[config.mk]
export PLATFORM = sky130hd
export DESIGN_NAME = fhm_damp
export DESIGN_NICKNAME = d
export VERILOG_FILES = /design/src/rtl/fhm_pkg.sv /design/src/rtl/fhm_damp.sv
export SDC_FILE = /design/constraint.sdc
export NUM_CORES = 1
export LEC_CHECK = 0
export BUFFER_PORTS_ARGS = -buffer_cell sky130_fd_sc_hd__clkbuf_2
export CORE_MARGIN = 10
export CORE_UTILIZATION = 30
export DETAILED_ROUTE_END_ITERATION = 12
export PLACE_DENSITY = 0.46
export SKIP_LAST_GASP = 1
export SLEW_MARGIN = 20
export SYNTH_ARGS = -nofsm -noshare
export SYNTH_HDL_FRONTEND = slang
export SYNTH_SLANG_ARGS = --single-unit
export TNS_END_PERCENT = 20
[constraint.sdc]
create_clock -name clk -period 7 [get_ports clk]
set_input_delay 1.4 -clock clk [delete_from_list [all_inputs] [get_ports clk]]
set_output_delay 1.4 -clock clk [all_outputs]
set_load 0.01 [all_outputs]
[src/rtl/fhm_pkg.sv]
// ----------------------------------------------------------------------------
// fhm_pkg
// Shared types and constants of the fire heat map stencil.
// ----------------------------------------------------------------------------
package fhm_pkg;

  localparam int HEAT_W   = 16;
  localparam int COORD_W  = 6;
  localparam int ACT_W    = 2;
  localparam int GEOM_W   = 7;
  localparam int DAMP_W   = 16;
  localparam int COLOUR_W = 8;

  // five taps of HEAT_W bits
  localparam int SUM_W   = HEAT_W + 3;
  localparam int PROD_W  = SUM_W + DAMP_W;
  // floor(x / 5) = (x * DIV5_RECIP) >> DIV5_SHIFT for x below 2**21 / 3
  localparam int RECIP_W = 19;
  localparam logic [RECIP_W-1:0] DIV5_RECIP = 19'd419431;
  localparam int DIV5_SHIFT = 21;
  localparam int QUO_W   = SUM_W + RECIP_W;

  localparam logic [HEAT_W-1:0] HEAT_FULL = 16'hFFFF;
  localparam logic [HEAT_W-1:0] HEAT_ZERO = 16'h0000;

  localparam logic [HEAT_W-1:0] THR_WHITE  = 16'd32768;
  localparam logic [HEAT_W-1:0] THR_ORANGE = 16'd26214;
  localparam logic [HEAT_W-1:0] THR_RED    = 16'd19660;
  localparam logic [HEAT_W-1:0] THR_GREY   = 16'd14417;

  localparam int MIN_COLS   = 3;
  localparam int MIN_ROWS   = 2;
  localparam int SEED_CELLS = 6;
  localparam int SEED_W     = 3;

  localparam int CFG_AW = 4;
  localparam int CFG_DW = 32;

  localparam logic [GEOM_W-1:0] RST_GRID_WIDTH  = 7'd53;
  localparam logic [GEOM_W-1:0] RST_GRID_HEIGHT = 7'd15;
  localparam logic [DAMP_W-1:0] RST_DAMPING     = 16'd62259;
  localparam logic              RST_TRANSPOSE   = 1'b0;

  typedef enum logic [1:0] {
    REG_WIDTH     = 2'd0,
    REG_HEIGHT    = 2'd1,
    REG_DAMPING   = 2'd2,
    REG_TRANSPOSE = 2'd3
  } reg_idx_t;

  typedef enum logic [ACT_W-1:0] {
    ACT_RENDER   = 2'd0,
    ACT_CLR_CELL = 2'd1,
    ACT_SEED     = 2'd2,
    ACT_CLR_MAP  = 2'd3
  } action_t;

  typedef enum logic [2:0] {
    TAP_OWN    = 3'd0,
    TAP_BELOW  = 3'd1,
    TAP_LEFT   = 3'd2,
    TAP_RIGHT  = 3'd3,
    TAP_BELOW2 = 3'd4
  } tap_t;

  typedef enum logic [5:0] {
    ST_CLEAR = 6'b000001,
    ST_IDLE  = 6'b000010,
    ST_READ  = 6'b000100,
    ST_ACC   = 6'b001000,
    ST_MUL   = 6'b010000,
    ST_SEED  = 6'b100000
  } state_t;

  typedef struct packed {
    logic [COLOUR_W-1:0] red;
    logic [COLOUR_W-1:0] green;
    logic [COLOUR_W-1:0] blue;
  } rgb_t;

  typedef struct packed {
    rgb_t                colour;
    logic [COORD_W-1:0]  disp_x;
    logic [COORD_W-1:0]  disp_y;
    logic [HEAT_W-1:0]   new_heat;
  } result_t;

  function automatic rgb_t palette(input logic [HEAT_W-1:0] heat);
    rgb_t c;
    if (heat > THR_WHITE) begin
      c = '{red: 8'd255, green: 8'd255, blue: 8'd180};
    end else if (heat > THR_ORANGE) begin
      c = '{red: 8'd220, green: 8'd160, blue: 8'd0};
    end else if (heat > THR_RED) begin
      c = '{red: 8'd180, green: 8'd30, blue: 8'd0};
    end else if (heat > THR_GREY) begin
      c = '{red: 8'd20, green: 8'd20, blue: 8'd20};
    end else begin
      c = '{red: 8'd0, green: 8'd0, blue: 8'd0};
    end
    return c;
  endfunction

endpackage

[src/rtl/fhm_damp.sv]
// ----------------------------------------------------------------------------
// fhm_damp
// Damping pipeline: floor(sum * damping / (5 * 65536)), two multiply stages.
// ----------------------------------------------------------------------------
module fhm_damp (
  input  logic                       clk,
  input  logic                       rst_n,
  input  logic                       go,
  input  logic [fhm_pkg::SUM_W-1:0]  sum,
  input  logic [fhm_pkg::DAMP_W-1:0] damping,
  output logic                       done,
  output logic [fhm_pkg::HEAT_W-1:0] heat
);
  import fhm_pkg::*;

  logic               vld1_r;
  logic               vld2_r;
  logic [PROD_W-1:0]  prod_r;
  logic [QUO_W-1:0]   quo_r;
  logic [SUM_W-1:0]   scaled;

  // drop the Q0.16 fraction, then divide by five
  assign scaled = prod_r[PROD_W-1:DAMP_W];

  always_ff @(posedge clk) begin
    if (!rst_n) begin
      vld1_r <= 1'b0;
      vld2_r <= 1'b0;
    end else begin
      vld1_r <= go;
      vld2_r <= vld1_r;
    end
  end

  always_ff @(posedge clk) begin
    prod_r <= PROD_W'(sum) * PROD_W'(damping);
    quo_r  <= QUO_W'(scaled) * QUO_W'(DIV5_RECIP);
  end

  assign done = vld2_r;
  assign heat = quo_r[DIV5_SHIFT +: HEAT_W];

endmodule

==> metrics.txt <==
max-slew violation count 0; biggest cell delay along the critical path between 0.5 and 0.6 ns; hold buffer count at cts 0; share of layout cells above drive strength 1 0.0609; max_cap viols 0; Nets roughly 2500; H-tree depth 2; Via Count approximately 11000; DRT met1 WL about 20000 um; Synth Warn # 0; Worst EP required between 7 and 8 ns; Worst Skew approximately 0.011 ns; FF+latch count, synth 37; footprint of the multi-input gates ~14000 um2; Syn Nets 2464; hpwl dp ~36000 um; Max Buffers Root-to-Sink 2; Synth top cells by count inv_1 (507), fa_1 (369), ha_1 (258), nand2_1 (185), and2_1 (145); grt ovf 0; compound-cell area share of the yosys netlist 0.0530; Port Buffers between 50 and 60; Vias/cell 4.37; timing startpoint of the critical path damping[4]; cell area after synthesis ~17000 um2; Hold Violations, Final 0; Setup Total Neg Slack 0 ns; Buf+Inv Stages, Crit Path 5; Total GRT Usage 0.126; CTS Sinks 37; area grow syn2layout 8.83%; FMAX approximately 0.15 GHz; vias in the first global route roughly 13000; fill count just under 6000; Synth area leaders fa_1 (44%), ha_1 (19%), inv_1 (11%); critical path fanouts, max 12; crit path cell chain clkbuf_2 -> and2_1 -> fa_1 -> inv_1 -> fa_1 -> inv_1 -> fa_1 -> fa_1 -> fa_1 -> inv_1 -> fa_1 -> inv_1 -> ha_1 -> a21oi_1 -> o21ai_0 -> a311oi_1 -> o21ai_1 -> a21oi_2 -> o211ai_1 -> a21oi_1 -> xnor2_1; register area roughly 740 um2; CTS tree built; GPL Wtd Cong 0.842; Async SR Flop Fraction 0; CP max-delay cell fa_1; post-synthesis mux area share 0.00180; Worst Hold Class flip-flop to flip-flop; Final Cycle Share 0.951; CTS Buf Count 5; antenna violations before repair 0; beginning of the worst hold path vld1_r; core footprint 55100 um2; Startpoint Class input pin; sequential area share after synthesis 0.0444; CP delay by family, top adder cells; number of diodes 0; Worst-Margin Slew 0.632 ns; r2r startpoint prod_r[24]; run status finished clean; Antenna Nets Post-Route 0; total routed wirelength between 40000 and 50000 um; I/O pins 55; reg2reg end quo_r[30]; Syn Area/Cell approximately 9 um2; Initial Utilization 0.303; first-pass GRT wire length slightly below 70000 um; Synth top area share 0.443; flop-to-flop setup slack roughly 0.7 ns; most common cell in the netlist inv_1; Post-Synth Adder-Cell Area 0.636; crit path capture prod_r[31]; Yosys cell types 50; unrepaired setup endpoints after global routing false; DR top layer met4; # rows between 80 and 90; prevailing post-synth register cell dfxtp_1; DR WL met2 around 18000 um; crit path DAT between 6 and 7 ns; Worst path depth 21; final core occ 0.329; Die Wd 256 um; simple-gate share of the synthesized area 0.119; 1st-iter DRT viols approximately 360; met3 routed WL around 1400 um; cell count after synthesis between 1500 and 2000; Crit. End Element flip-flop; setup violators final 0; WL/cell approximately 15 um; largest net degree at the start of global routing 19; Worst slew margin 0.568; DRC violations left 0; Initial DRT Pass Iterations 5; Yosys top cell by area fa_1; most frequent CP cell fa_1; kind of critical path input pin to flip-flop; clk_lat worst skew between 0.3 and 0.4 ns; CTS clock-pin slew for the worst setup and hold paths approximately 0.070 ns; die height 256 um; r2r worst-path depth 19; Post-Synth XOR/XNOR Area 0.0200; Root Buffer clkbuf_16; number of synthesized flops with an enable pin 0; combinational family with the most area after synthesis adder cells; minimum clock period 6.66 ns; Die Area between 60000 and 70000 um2
-- cell families (layout without fill, tap and decap cells) --
group,Yosys count,count (layout)
DFF,37,37
adders and majority gates,627,627
muxes,3,3
and+or+nand+nor,401,401
buffers and inverters,556,611
xor gates and xnor gates,38,38
AOI/OAI and AO/OA,137,137
-- placed cells by master, fill, tap and decap left out, types with 8 or more instances in the layout --
cell type | synthesis | routed
o21ai_0 | 18 | 18
ha_1 | 258 | 258
clkbuf_2 | 0 | 53
nand2_1 | 185 | 185
nand4_1 | 12 | 12
dfxtp_1 | 37 | 37
nor2_1 | 23 | 23
nand3_1 | 13 | 13
fa_1 | 369 | 369
and2_1 | 145 | 145
xor2_1 | 8 | 8
xnor2_1 | 30 | 30
inv_1 | 507 | 507
a21oi_1 | 50 | 50
buf_4 | 0 | 42
a21o_1 | 21 | 21
-- area by class of cell --
cell class / instances / share of cell area
timing repair buffer: 96 / 0.0323
multi-input combinational: 1206 / 0.763
sequential: 37 / 0.0408
inverter: 507 / 0.105
clock inverter: 3 / 0.000965
clock buffer: 5 / 0.00689
tap: 748 / 0.0516
-- worst min path at each step --
| stage | to | slack (ns) | cells after the start |
|---|---|---|---|
| floorplan | done | 0.41 | 1 |
| global placement | done | 0.42 | 1 |
| detailed placement | done | 0.43 | 1 |
| CTS | done | 0.44 | 1 |
| global route | done | 0.46 | 1 |
| finish | done | 0.44 | 1 |
-- flip-flops by register name, indices dropped and copies added (netlist names) --
register / flops
quo_r: 16
prod_r: 19
done: 1
vld1_r: 1
-- through the flow --
stage | hold slack, ns | setup slack [ns] | cells | instance area (um2)
after floorplan | 0.412 | 0.192 | 1799 | 16700
after global routing | 0.464 | 0.0208 | 2602 | 18200
final | 0.436 | 0.345 | 2602 | 18200
after global placement | 0.416 | 0.0312 | 2593 | 18000
after detailed placement | 0.429 | 0.00973 | 2593 | 18000
after CTS | 0.444 | 0.326 | 2601 | 18100
-- layer usage --
metal / up-vias / track usage
met1: 5695 / 0.177
met4: 0 / 0.0230
li1: 5477 / -
met5: - / 0
met3: 17 / 0.0125
met2: 181 / 0.209
-- repair_timing --
| action | in CTS | in global routing |
|---|---|---|
| endpoints found under the setup margin | 0 | 1 |
| buffers inserted | 0 | 1 |
| gates resized for setup | 0 | 1 |
| endpoints found under the hold margin | 0 | 0 |
Power is not shown: default switching activity piles up to over one toggle a cycle in this logic, so the estimate is an artifact.
