## config.mk

```make
export PLATFORM = sky130hd
export DESIGN_NAME = fhm_seq
export DESIGN_NICKNAME = d
export VERILOG_FILES = /design/src/rtl/fhm_pkg.sv /design/src/rtl/fhm_seq.sv
export SDC_FILE = /design/constraint.sdc
export NUM_CORES = 1
export LEC_CHECK = 0
export ABC_AREA = 1
export ABC_CLOCK_PERIOD_IN_PS = 11900
export BUFFER_PORTS_ARGS = -buffer_cell sky130_fd_sc_hd__buf_2
export CAP_MARGIN = 30
export CORE_UTILIZATION = 55
export DETAILED_ROUTE_END_ITERATION = 8
export PLACE_DENSITY_LB_ADDON = 0.2
export SYNTH_ARGS = -nofsm -noshare
export SYNTH_HDL_FRONTEND = slang
export SYNTH_SLANG_ARGS = --single-unit
export TNS_END_PERCENT = 30
```

## constraint.sdc

```tcl
create_clock -name clk -period 11.9 [get_ports clk]
set_clock_uncertainty 0.15 [all_clocks]
set_input_delay 1.19 -clock clk [delete_from_list [all_inputs] [get_ports clk]]
set_output_delay 1.19 -clock clk [all_outputs]
set_load 0.02 [all_outputs]
```

## src/rtl/fhm_pkg.sv

```systemverilog
// ----------------------------------------------------------------------------
// fhm_pkg
// Shared types and constants of the fire heat map stencil.
// ----------------------------------------------------------------------------
package fhm_pkg;

  localparam int HEAT_W   = 16;
  localparam int COORD_W  = 6;
  localparam int ACT_W    = 2;
  localparam int GEOM_W   = 7;
  localparam int DAMP_W   = 16;
  localparam int COLOUR_W = 8;

  // five taps of HEAT_W bits
  localparam int SUM_W   = HEAT_W + 3;
  localparam int PROD_W  = SUM_W + DAMP_W;
  // floor(x / 5) = (x * DIV5_RECIP) >> DIV5_SHIFT for x below 2**21 / 3
  localparam int RECIP_W = 19;
  localparam logic [RECIP_W-1:0] DIV5_RECIP = 19'd419431;
  localparam int DIV5_SHIFT = 21;
  localparam int QUO_W   = SUM_W + RECIP_W;

  localparam logic [HEAT_W-1:0] HEAT_FULL = 16'hFFFF;
  localparam logic [HEAT_W-1:0] HEAT_ZERO = 16'h0000;

  localparam logic [HEAT_W-1:0] THR_WHITE  = 16'd32768;
  localparam logic [HEAT_W-1:0] THR_ORANGE = 16'd26214;
  localparam logic [HEAT_W-1:0] THR_RED    = 16'd19660;
  localparam logic [HEAT_W-1:0] THR_GREY   = 16'd14417;

  localparam int MIN_COLS   = 3;
  localparam int MIN_ROWS   = 2;
  localparam int SEED_CELLS = 6;
  localparam int SEED_W     = 3;

  localparam int CFG_AW = 4;
  localparam int CFG_DW = 32;

  localparam logic [GEOM_W-1:0] RST_GRID_WIDTH  = 7'd53;
  localparam logic [GEOM_W-1:0] RST_GRID_HEIGHT = 7'd15;
  localparam logic [DAMP_W-1:0] RST_DAMPING     = 16'd62259;
  localparam logic              RST_TRANSPOSE   = 1'b0;

  typedef enum logic [1:0] {
    REG_WIDTH     = 2'd0,
    REG_HEIGHT    = 2'd1,
    REG_DAMPING   = 2'd2,
    REG_TRANSPOSE = 2'd3
  } reg_idx_t;

  typedef enum logic [ACT_W-1:0] {
    ACT_RENDER   = 2'd0,
    ACT_CLR_CELL = 2'd1,
    ACT_SEED     = 2'd2,
    ACT_CLR_MAP  = 2'd3
  } action_t;

  typedef enum logic [2:0] {
    TAP_OWN    = 3'd0,
    TAP_BELOW  = 3'd1,
    TAP_LEFT   = 3'd2,
    TAP_RIGHT  = 3'd3,
    TAP_BELOW2 = 3'd4
  } tap_t;

  typedef enum logic [5:0] {
    ST_CLEAR = 6'b000001,
    ST_IDLE  = 6'b000010,
    ST_READ  = 6'b000100,
    ST_ACC   = 6'b001000,
    ST_MUL   = 6'b010000,
    ST_SEED  = 6'b100000
  } state_t;

  typedef struct packed {
    logic [COLOUR_W-1:0] red;
    logic [COLOUR_W-1:0] green;
    logic [COLOUR_W-1:0] blue;
  } rgb_t;

  typedef struct packed {
    rgb_t                colour;
    logic [COORD_W-1:0]  disp_x;
    logic [COORD_W-1:0]  disp_y;
    logic [HEAT_W-1:0]   new_heat;
  } result_t;

  function automatic rgb_t palette(input logic [HEAT_W-1:0] heat);
    rgb_t c;
    if (heat > THR_WHITE) begin
      c = '{red: 8'd255, green: 8'd255, blue: 8'd180};
    end else if (heat > THR_ORANGE) begin
      c = '{red: 8'd220, green: 8'd160, blue: 8'd0};
    end else if (heat > THR_RED) begin
      c = '{red: 8'd180, green: 8'd30, blue: 8'd0};
    end else if (heat > THR_GREY) begin
      c = '{red: 8'd20, green: 8'd20, blue: 8'd20};
    end else begin
      c = '{red: 8'd0, green: 8'd0, blue: 8'd0};
    end
    return c;
  endfunction

endpackage

```

## src/rtl/fhm_seq.sv

```systemverilog
// ----------------------------------------------------------------------------
// fhm_seq
// Action sequencer: clearing sweep, bottom-cell clear, tap reads, seed writes and write-back.
// ----------------------------------------------------------------------------
module fhm_seq #(
  parameter int MAX_COLS = 64,
  parameter int CW       = 7,
  parameter int RW       = 7,
  parameter int DEPTH    = 4096,
  parameter int AW       = 12
) (
  input  logic                        clk,
  input  logic                        rst_n,
  input  logic                        start,
  output logic                        busy,
  input  logic [fhm_pkg::ACT_W-1:0]   action,
  input  logic [fhm_pkg::COORD_W-1:0] col,
  input  logic [fhm_pkg::COORD_W-1:0] row,
  input  logic [CW-1:0]               cols_use,
  input  logic [RW-1:0]               rows_use,
  input  logic                        transpose,
  output logic                        mem_we,
  output logic [AW-1:0]               mem_waddr,
  output logic [fhm_pkg::HEAT_W-1:0]  mem_wdata,
  output logic [AW-1:0]               mem_raddr,
  input  logic [fhm_pkg::HEAT_W-1:0]  mem_rdata,
  output logic                        dmp_go,
  output logic [fhm_pkg::SUM_W-1:0]   dmp_sum,
  input  logic                        dmp_done,
  input  logic [fhm_pkg::HEAT_W-1:0]  dmp_heat,
  output logic                        res_vld,
  output fhm_pkg::result_t            res
);
  import fhm_pkg::*;

  localparam int XW = ((CW > COORD_W) ? CW : COORD_W) + 1;
  localparam int YW = ((RW > COORD_W) ? RW : COORD_W) + 1;

  state_t            state_r, state_nxt;
  tap_t              tap_r, tap_nxt;
  logic [SEED_W-1:0] seed_r, seed_nxt;
  logic [AW-1:0]     sweep_r, sweep_nxt;
  logic [XW-1:0]     col_r;
  logic [YW-1:0]     row_r;
  logic              rd_vld_r;
  tap_t              rd_tap_r;
  logic              rd_keep_r;
  logic [HEAT_W-1:0] heat_r;
  logic [SUM_W-1:0]  sum_r;
  logic              go_r;
  logic              res_vld_r;
  result_t           res_r;

  logic [XW-1:0] w, in_c, left, right, tap_c, seed_sum, seed_c;
  logic [YW-1:0] h, in_r, r1, r2, tap_y, seed_y;
  logic [SEED_W-1:0] seed_idx;
  logic          accept, in_grid, tap_keep, seed_ok;
  action_t       act;

  function automatic logic [AW-1:0] cell_addr(input logic [XW-1:0] c,
                                              input logic [YW-1:0] r);
    return AW'(r) * AW'(MAX_COLS) + AW'(c);
  endfunction

  assign w       = XW'(cols_use);
  assign h       = YW'(rows_use);
  assign in_c    = XW'(col);
  assign in_r    = YW'(row);
  assign in_grid = (in_c < w) && (in_r < h);
  assign act     = action_t'(action);
  assign accept  = start && (state_r == ST_IDLE);

  assign r1    = row_r + YW'(1);
  assign r2    = row_r + YW'(2);
  assign left  = (col_r == '0) ? '0 : col_r - XW'(1);
  assign right = ((col_r + XW'(1)) >= w) ? w - XW'(1) : col_r + XW'(1);

  // rows below the grid read as zero: keep own row as a safe address
  always_comb begin
    tap_c    = col_r;
    tap_y    = row_r;
    tap_keep = 1'b1;
    case (tap_r)
      TAP_OWN: begin
        tap_c = col_r;
      end
      TAP_BELOW: begin
        tap_keep = r1 < h;
        tap_y    = tap_keep ? r1 : row_r;
      end
      TAP_LEFT: begin
        tap_keep = r1 < h;
        tap_c    = left;
        tap_y    = tap_keep ? r1 : row_r;
      end
      TAP_RIGHT: begin
        tap_keep = r1 < h;
        tap_c    = right;
        tap_y    = tap_keep ? r1 : row_r;
      end
      TAP_BELOW2: begin
        tap_keep = r2 < h;
        tap_y    = tap_keep ? r2 : row_r;
      end
      default: begin
        tap_keep = 1'b0;
      end
    endcase
  end

  // patch cell: column col-1+idx, row h-2 then h-1
  assign seed_idx = (seed_r >= SEED_W'(3)) ? seed_r - SEED_W'(3) : seed_r;
  assign seed_sum = col_r + XW'(seed_idx);
  assign seed_c   = seed_sum - XW'(1);
  assign seed_ok  = (seed_sum != '0) && (seed_c < w);
  assign seed_y   = (seed_r < SEED_W'(3)) ? h - YW'(2) : h - YW'(1);

  always_comb begin
    mem_we    = 1'b0;
    mem_waddr = sweep_r;
    mem_wdata = HEAT_ZERO;
    mem_raddr = cell_addr(tap_c, tap_y);
    unique case (state_r)
      ST_CLEAR: begin
        mem_we = 1'b1;
      end
      ST_IDLE: begin
        mem_we    = accept && (act == ACT_CLR_CELL) && (in_c < w);
        mem_waddr = cell_addr(in_c, h - YW'(1));
      end
      ST_SEED: begin
        mem_we    = seed_ok;
        mem_waddr = cell_addr(seed_c, seed_y);
        mem_wdata = HEAT_FULL;
      end
      ST_MUL: begin
        mem_we    = dmp_done;
        mem_waddr = cell_addr(col_r, row_r);
        mem_wdata = dmp_heat;
      end
      ST_READ, ST_ACC: begin
        mem_we = 1'b0;
      end
    endcase
  end

  always_comb begin
    state_nxt = state_r;
    tap_nxt   = tap_r;
    seed_nxt  = seed_r;
    sweep_nxt = sweep_r;
    unique case (state_r)
      ST_CLEAR: begin
        sweep_nxt = sweep_r + AW'(1);
        if (sweep_r == AW'(DEPTH - 1)) begin
          state_nxt = ST_IDLE;
        end
      end
      ST_IDLE: begin
        if (start) begin
          unique case (act)
            ACT_RENDER: begin
              tap_nxt = TAP_OWN;
              if (in_grid) begin
                state_nxt = ST_READ;
              end
            end
            ACT_CLR_CELL: begin
              state_nxt = ST_IDLE;
            end
            ACT_SEED: begin
              seed_nxt  = '0;
              state_nxt = ST_SEED;
            end
            ACT_CLR_MAP: begin
              sweep_nxt = '0;
              state_nxt = ST_CLEAR;
            end
          endcase
        end
      end
      ST_READ: begin
        tap_nxt = tap_t'(tap_r + 3'd1);
        if (tap_r == TAP_BELOW2) begin
          state_nxt = ST_ACC;
        end
      end
      ST_ACC: begin
        state_nxt = ST_MUL;
      end
      ST_MUL: begin
        if (dmp_done) begin
          state_nxt = ST_IDLE;
        end
      end
      ST_SEED: begin
        seed_nxt = seed_r + SEED_W'(1);
        if (seed_r == SEED_W'(SEED_CELLS - 1)) begin
          state_nxt = ST_IDLE;
        end
      end
    endcase
  end

  always_ff @(posedge clk) begin
    if (!rst_n) begin
      state_r   <= ST_CLEAR;
      tap_r     <= TAP_OWN;
      seed_r    <= '0;
      sweep_r   <= '0;
      rd_vld_r  <= 1'b0;
      rd_tap_r  <= TAP_OWN;
      go_r      <= 1'b0;
      res_vld_r <= 1'b0;
    end else begin
      state_r   <= state_nxt;
      tap_r     <= tap_nxt;
      seed_r    <= seed_nxt;
      sweep_r   <= sweep_nxt;
      rd_vld_r  <= state_r == ST_READ;
      rd_tap_r  <= tap_r;
      go_r      <= state_r == ST_ACC;
      res_vld_r <= (state_r == ST_MUL) && dmp_done;
    end
  end

  always_ff @(posedge clk) begin
    if (accept) begin
      col_r <= in_c;
      row_r <= in_r;
    end
    rd_keep_r <= tap_keep;
    if (rd_vld_r) begin
      if (rd_tap_r == TAP_OWN) begin
        heat_r <= mem_rdata;
        sum_r  <= SUM_W'(mem_rdata);
      end else begin
        sum_r <= sum_r + (rd_keep_r ? SUM_W'(mem_rdata) : '0);
      end
    end
    if ((state_r == ST_MUL) && dmp_done) begin
      res_r.colour   <= palette(heat_r);
      res_r.disp_x   <= transpose ? row_r[COORD_W-1:0] : col_r[COORD_W-1:0];
      res_r.disp_y   <= transpose ? col_r[COORD_W-1:0] : row_r[COORD_W-1:0];
      res_r.new_heat <= dmp_heat;
    end
  end

  assign busy    = state_r != ST_IDLE;
  assign dmp_go  = go_r;
  assign dmp_sum = sum_r;
  assign res_vld = res_vld_r;
  assign res     = res_r;

endmodule
```

==> metrics.yaml, run 1 <==
cts_setup_buffers: 0
p_leak_nw: 4.90
vias: 8156
cp-end-kind: "primary output"
hold_violations: 0
required_ns: 10.56
hpwlAfterDp_mm: 17.9
rows: 45
cts_tree: "built"
setup-tns-final_ns: 0
criticalPathCategory: "flip-flop to primary output"
cts.hold.buffers_added: 0
ir_drop_uv: 101
slew_viol_final: 0
drt_wl_total_mm: 22.8
antenna_found_initial: 2
synth-xor-area-share_pct: 4.77
drcViolationCount: 0
track_usage_pct: 29.0
grt_max_degree: 37
clk_pin_slew_ns: 0.05
max-cap-violations: 0
die_h_um: 127
holdWs_ns: 0.343
gp_congestion: 0.941
setup_viol: 0
synth_compound_area_share_pct: 11.7
grt_pass1_wl_mm: 36.7
cp.arrival_ns: 4.44
yosysSeqAreaShare_pct: 35.8
yosysWarnings: 0
core_um2: 15300
dp_cells: 1474
start_util_pct: 56.4
worstSkewPairLatency_ns: 0.41
slew-limit-headroom_pct: 54.9
layout_worst_path_cycle_share_pct: 48.5
portBuffers: 175
synthFlopType: "edfxtp_1"
final_common_cell: "nand2_1"
wl_per_cell_um: 15.1
grt_overflow: 0
ys_seq_elements: 113
synth_edf_count: 82
io-pin-count: 180
synth_mux_area_share_pct: 0
rsz0062_at_grt: "no"
clock.fmax_mhz: 173
final_cell_mix: "308 x nand2_1, 175 x buf_2, 128 x inv_1, 82 x edfxtp_1, 77 x ha_1"
num-nets-final: 1429
critPathLaunchType: "flip-flop"
ant_nets: 0
path_max_fanout: 5
async_reset_ff_share_pct: 0
outcome: "finished, final reports clean"
syn_to_final_growth_pct: 17.4
clockRootBuffer: "clkbuf_16"
grt_pass1_vias: 7396
numCtsBuffers: 17
die_x_um: 127
rr_worst_depth: 15
power_density_nw_per_um2: 126
vias_per_cell: 5.40
dr.pass1.iters: 5
synth.distinct_cells: 50
cts_resized: 0
finalNonFillerCells: 1510
syn_avg_cell_area_um2: 7.67
hp-class: "flip-flop to flip-flop"
synthCells: 1123
synth_adder_area_share_pct: 12.1
holdPathStages: 2
dieArea_um2: 16200
cts_htree_levels: 4
total_power_mw: 1.27
period_needed_ns: 5.78
yosys.area_share.simple_pct: 26.3
worstMarginPinSlew_ns: 0.675
clk_path_buf_depth: 2
numClockSinks: 113
drive_above_1_share_pct: 19.8
drt_iter0_drc: 513
synth_top_family_by_area: "simple AND/OR/NAND/NOR gates"
syn-cell-area_um2: 8610
## routing by layer
| metal | share of wire, % | wire length [um] | track usage, % |
|---|---|---|---|
| met5 | 0 | 0 | 0 |
| met4 | 1.9 | 424 | 9.38 |
| met3 | 6.8 | 1550 | 4.94 |
| met2 | 46 | 10500 | 46.7 |
| met1 | 46 | 10400 | 39.9 |
## state kept, by name, indices dropped and copies added, names as in the netlist
signal	cells
rd_keep_r	1
state_r	6
sweep_r	12
res_vld	1
seed_r	3
dmp_sum	19
heat_r	16
col_r	6
tap_r	3
dmp_go	1
row_r	6
rd_vld_r	1
rd_tap_r	3
res	35
## worst max-delay path, stage by stage, from the launching register on
cell and delay, ns:
dfxtp_1 0.36, ha_1 0.23, ha_1 0.17, or2_2 0.33, xor2_1 0.16, ha_1 0.18, inv_1 0.05, fa_1 0.43
o21ai_4 0.20, xor2_2 0.20, nand2_2 0.08, nor2_2 0.16, nand2_1 0.08, xnor2_1 0.15, ha_1 0.24, fa_1 0.36
inv_1 0.08, nor2_1 0.07, nand2_1 0.08, nand2_1 0.05, nand3_1 0.10, nand4_1 0.08, buf_2 0.17
## kinds of logic after synthesis
kind of cell,count (synthesis)
adder cells (fa/ha/maj),81
buffers and inverters,186
other,1
XOR/XNOR,43
AND/OR/NAND/NOR,522
AO/OA/AOI/OAI,177
flip-flops,113
## power breakdown
group | internal (mW) | total, mW | switching (mW)
Combinational | 0.113 | 0.348 | 0.235
Sequential | 0.445 | 0.468 | 0.0231
Clock | 0.283 | 0.457 | 0.174
## path summary, 6_finish.rpt
path                                from                endpoint  slack, ns
hold / removal    seed_r[1]$_SDFFE_PN0P_  seed_r[1]$_SDFFE_PN0P_       0.34
setup reg to reg       rd_keep_r$_DFF_P_   dmp_sum[10]$_DFFE_PP_       8.99
hold reg to reg   seed_r[1]$_SDFFE_PN0P_  seed_r[1]$_SDFFE_PN0P_       0.34
setup / recovery  seed_r[0]$_SDFFE_PN0P_           mem_waddr[10]       6.12
## per-stage QoR
stage / utilization, % / setup WS, ns / area [um2]
after floorplan: - / 6.81 / 8620
after global placement: 62.5 / 6.69 / 9540
after detailed placement: 62.6 / 6.60 / 9550
after CTS: 66.1 / 6.12 / 10100
after global routing: 66.2 / 5.82 / 10100
final: 66.2 / 6.12 / 10100
## area by class of cell
type                       count  area, um2
fill                        1345       5150
tap                          211        264
clock buffer                  20        437
antenna                        3       7.51
sequential                   113       3080
timing repair buffer         180        930
inverter                     144        541
multi-input combinational    827       4750
clock inverter                12       93.8
## synthesized netlist by cell type (3+ instances only)
library cell / count / share of area [%]
nand2_1: 308 / 13
ha_1: 77 / 11
a21oi_1: 74 / 4.3
nand2_2: 8 / 0.58
o22ai_1: 7 / 0.51
o21ai_1: 10 / 0.58
nor4_1: 4 / 0.29
or2_2: 6 / 0.44
buf_4: 18 / 1.6
edfxtp_1: 82 / 29
o221ai_1: 3 / 0.31
nand3_1: 53 / 3.1
o21ai_2: 4 / 0.41
nand3b_1: 6 / 0.52
a21o_1: 3 / 0.26
clkbuf_1: 11 / 0.48
inv_1: 128 / 5.6
nor3b_1: 3 / 0.26
o2111ai_1: 7 / 0.71
nor2_1: 77 / 3.4
a22oi_1: 3 / 0.26
buf_2: 11 / 0.64
clkinv_1: 3 / 0.13
nor3_1: 16 / 0.93
xnor2_1: 5 / 0.51
xor2_1: 35 / 3.6
dfxtp_1: 31 / 7.2
nor3_2: 3 / 0.35
nor2_2: 3 / 0.22
inv_2: 13 / 0.57
o21ai_0: 55 / 3.2
nand4_1: 27 / 2.0
fa_1: 4 / 0.93
Note: power is estimated with default switching activity, not from simulation.
==> run 2, diff against run 1 <==
--- a/config.mk
+++ b/config.mk
@@ -5,11 +5,11 @@
 export SDC_FILE = /design/constraint.sdc
 export NUM_CORES = 1
 export LEC_CHECK = 0
-export ABC_AREA = 1
-export ABC_CLOCK_PERIOD_IN_PS = 11900
+export ABC_AREA = 0
+export ABC_CLOCK_PERIOD_IN_PS = 4900
 export BUFFER_PORTS_ARGS = -buffer_cell sky130_fd_sc_hd__buf_2
 export CAP_MARGIN = 30
-export CORE_UTILIZATION = 55
+export CORE_UTILIZATION = 50
 export DETAILED_ROUTE_END_ITERATION = 8
 export PLACE_DENSITY_LB_ADDON = 0.2
 export SYNTH_ARGS = -nofsm -noshare
==> constraint.sdc (replaced) <==
create_clock -name clk -period 4.9 [get_ports clk]
set_clock_uncertainty 0.15 [all_clocks]
set_input_delay 0.49 -clock clk [delete_from_list [all_inputs] [get_ports clk]]
set_output_delay 0.49 -clock clk [all_outputs]
set_load 0.02 [all_outputs]
==> run 2 against run 1 <==
Synthesized cell count shrank 23%. Flip-flop and latch count stayed put. Die area increased by 4.3%. Cell count fell by 16%. Core utilization is 2.9 points lower. Wire length is 5.4% lower. Non-clock buffer count increased by 24. Critical endpoint is now mem_we.
==> metrics.yaml, run 2 <==
outcome: "finished, final reports clean"
largest_reg_flops: 35
final_cell_mix: "173 x buf_2, 97 x nand2_1, 82 x edfxtp_1, 72 x ha_1, 61 x nor2_1"
portBuffers: 175
yosysWarnings: 0
setup-tns-final_ns: 0
grt_pass1_vias: 6563
path_cells: "ha_4 > ha_4 > nor2_4 > xnor2_2 > ha_2 > inv_1 > fa_2 > xor2_2 > and3_4 > xor2_1 > xnor2_1 > ha_1 > o21a_1 > o21a_1 > o21a_1 > o21ai_1 > o211ai_1 > nand3_1 > buf_4"
synth_edf_count: 82
hold_start: "dmp_heat[13]"
cts_htree_levels: 4
synthCells: 869
syn_avg_cell_area_um2: 9.40
async_reset_ff_share_pct: 0
cp.buffers_inverters: 2
max_stage_delay_ns: 0.38
p_comb_share_pct: 26.7
p_int_mw: 2.34
hp-class: "primary input to flip-flop"
dpl-instance-area_um2: 9180
setup_viol: 0
drive_above_1_share_pct: 27.6
clock.fmax_mhz: 207
synth_area_leader_cell: "edfxtp_1"
synth.most_common_cell: "nand2_1"
synthFlopType: "edfxtp_1"
critPathLaunchType: "flip-flop"
numCtsBuffers: 17
wl_per_cell_um: 17.0
slew_viol_final: 0
grt_pass1_wl_mm: 33.0
required_ns: 4.26
hpwlAfterDp_mm: 15.9
p_sw_share_pct: 30.4
cts_tree: "built"
dr.pass1.iters: 5
cp-startpoint: "seed_r[1]$_SDFFE_PN0P_"
gp_congestion: 0.938
slew-limit-headroom_pct: 31.3
ys_seq_elements: 113
clk_pin_slew_ns: 0.06
rr_worst_depth: 11
grt_overflow: 0
yosysSeqAreaShare_pct: 37.7
ir_drop_uv: 351
synth.distinct_cells: 76
track_usage_pct: 25.6
fin_util_pct: 63.4
cp-end-kind: "primary output"
synth.area.top_cells: "edfxtp_1 30%, ha_1 12%, dfxtp_1 7.6%"
syn-cell-area_um2: 8170
die_h_um: 130
max-cap-violations: 0
vias_per_cell: 5.65
die_x_um: 130
clk_path_buf_depth: 2
drcViolationCount: 0
holdWs_ns: 0.118
p_leak_nw: 4.45
core_um2: 15900
total_power_mw: 3.37
drt_iter0_drc: 540
worstSkewPairLatency_ns: 0.41
diodes: 0
worst_path_max_delay_cell: "fa_2"
ant_nets: 0
timing.rr.start: "rd_keep_r$_DFF_P_"
clockRootBuffer: "clkbuf_16"
synthTopCellsByCount: "98 x nand2_1, 82 x edfxtp_1, 77 x ha_1"
fillers: 1363
drt_wl_total_mm: 21.6
num-nets-final: 1191
critPathTopFamily: "adder cells"
crit_cells: 19
io-pin-count: 180
crit_path_frequent_cell: "o21a_1"
antenna_found_initial: 0
seqPwrFrac_pct: 34.2
rows: 46
syn_to_final_growth_pct: 23.6
dieArea_um2: 16900
hold_violations: 0
worstMarginPinSlew_ns: 1.02
final_common_cell: "buf_2"
vias: 7194
fin_area_um2: 10100
numClockSinks: 113
layout_worst_path_cycle_share_pct: 98.4
period_needed_ns: 4.82
criticalPathCategory: "flip-flop to primary output"
pwr-share-clk_pct: 39.1
holdPathStages: 1
p_sw_mw: 1.02
grt_max_degree: 37
cp.arrival_ns: 4.18
start_util_pct: 51.2
synth_top_area_share_pct: 30.1
path_max_fanout: 5
power_density_nw_per_um2: 333
[run 2: path summary, 6_finish.rpt]
kind                            slack, ns                         to
worst max register to register       1.45  dmp_sum[17]$_SDFFCE_PP0P_
worst min-delay path                 0.12          res[13]$_DFFE_PP_
worst max-delay path                 0.08                     mem_we
worst min register to register       0.38      tap_r[0]$_SDFFE_PN0P_
[run 2: per-layer routing]
metal	global-route usage (%)	part of all wire [%]
met4	8.34	1.7
met3	6.03	6.7
met2	40.6	46
met1	34.6	45
met5	0	0
[run 2: what timing repair did]
item                                    CTS  global route
pin swaps                                 1            11
endpoints found under the setup margin    3             7
setup buffers                             0            15
gates resized for setup                  11            33
gates cloned                              0             0
hold buffers                              0             0
[run 2: cells by family (layout without fill, tap and decap cells)]
| family | after synthesis | in the layout | synth area share (%) |
|---|---|---|---|
| mux | 20 | 20 | 2.63 |
| fa+ha+maj | 81 | 81 | 12.8 |
| simple gates | 289 | 289 | 17.3 |
| xor+xnor | 61 | 61 | 6.54 |
| compound gates | 202 | 202 | 17.4 |
| flops | 113 | 113 | 37.7 |
| buf+inv | 102 | 287 | 5.59 |
| other cells | 1 | 4 | 0.0459 |
[run 2: worst register-to-register path, cell delays in order (launching register included)]
cell and delay [ns]:
dfxtp_1 0.65, nand2_1 0.19, inv_1 0.09, ha_1 0.24, a211o_1 0.29, o211ai_1 0.14, a21oi_1 0.16, o31ai_2 0.27
o21ai_1 0.24, a31oi_1 0.33, o21ai_1 0.12, mux2_1 0.31
[run 2: power by group through the flow]
stage               Sequential, mW  Combinational (mW)  Clock [mW]
global route                  1.16               0.996        1.36
detailed placement            1.17               0.858           0
global placement              1.17               0.849           0
finish                        1.15               0.899        1.31
floorplan                     1.14               0.649           0
CTS                           1.15               0.868        1.33
[run 2: stage by stage]
step                      std cells  worst slack [ns]
after floorplan                 872             0.327
after global placement         1227             0.281
after detailed placement       1227             0.162
after CTS                      1258           -0.0550
after global routing           1273           -0.0947
final                          1273            0.0767
[run 2: cell type report]
type                       count  area [um2]  share of cell area [%]
clock buffer                  18         429                    4.25
inverter                      52         195                    1.93
clock inverter                13         193                    1.91
multi-input combinational    657        4820                    47.8
tap                          216         270                    2.68
timing repair buffer         204        1100                    10.9
sequential                   113        3090                    30.6
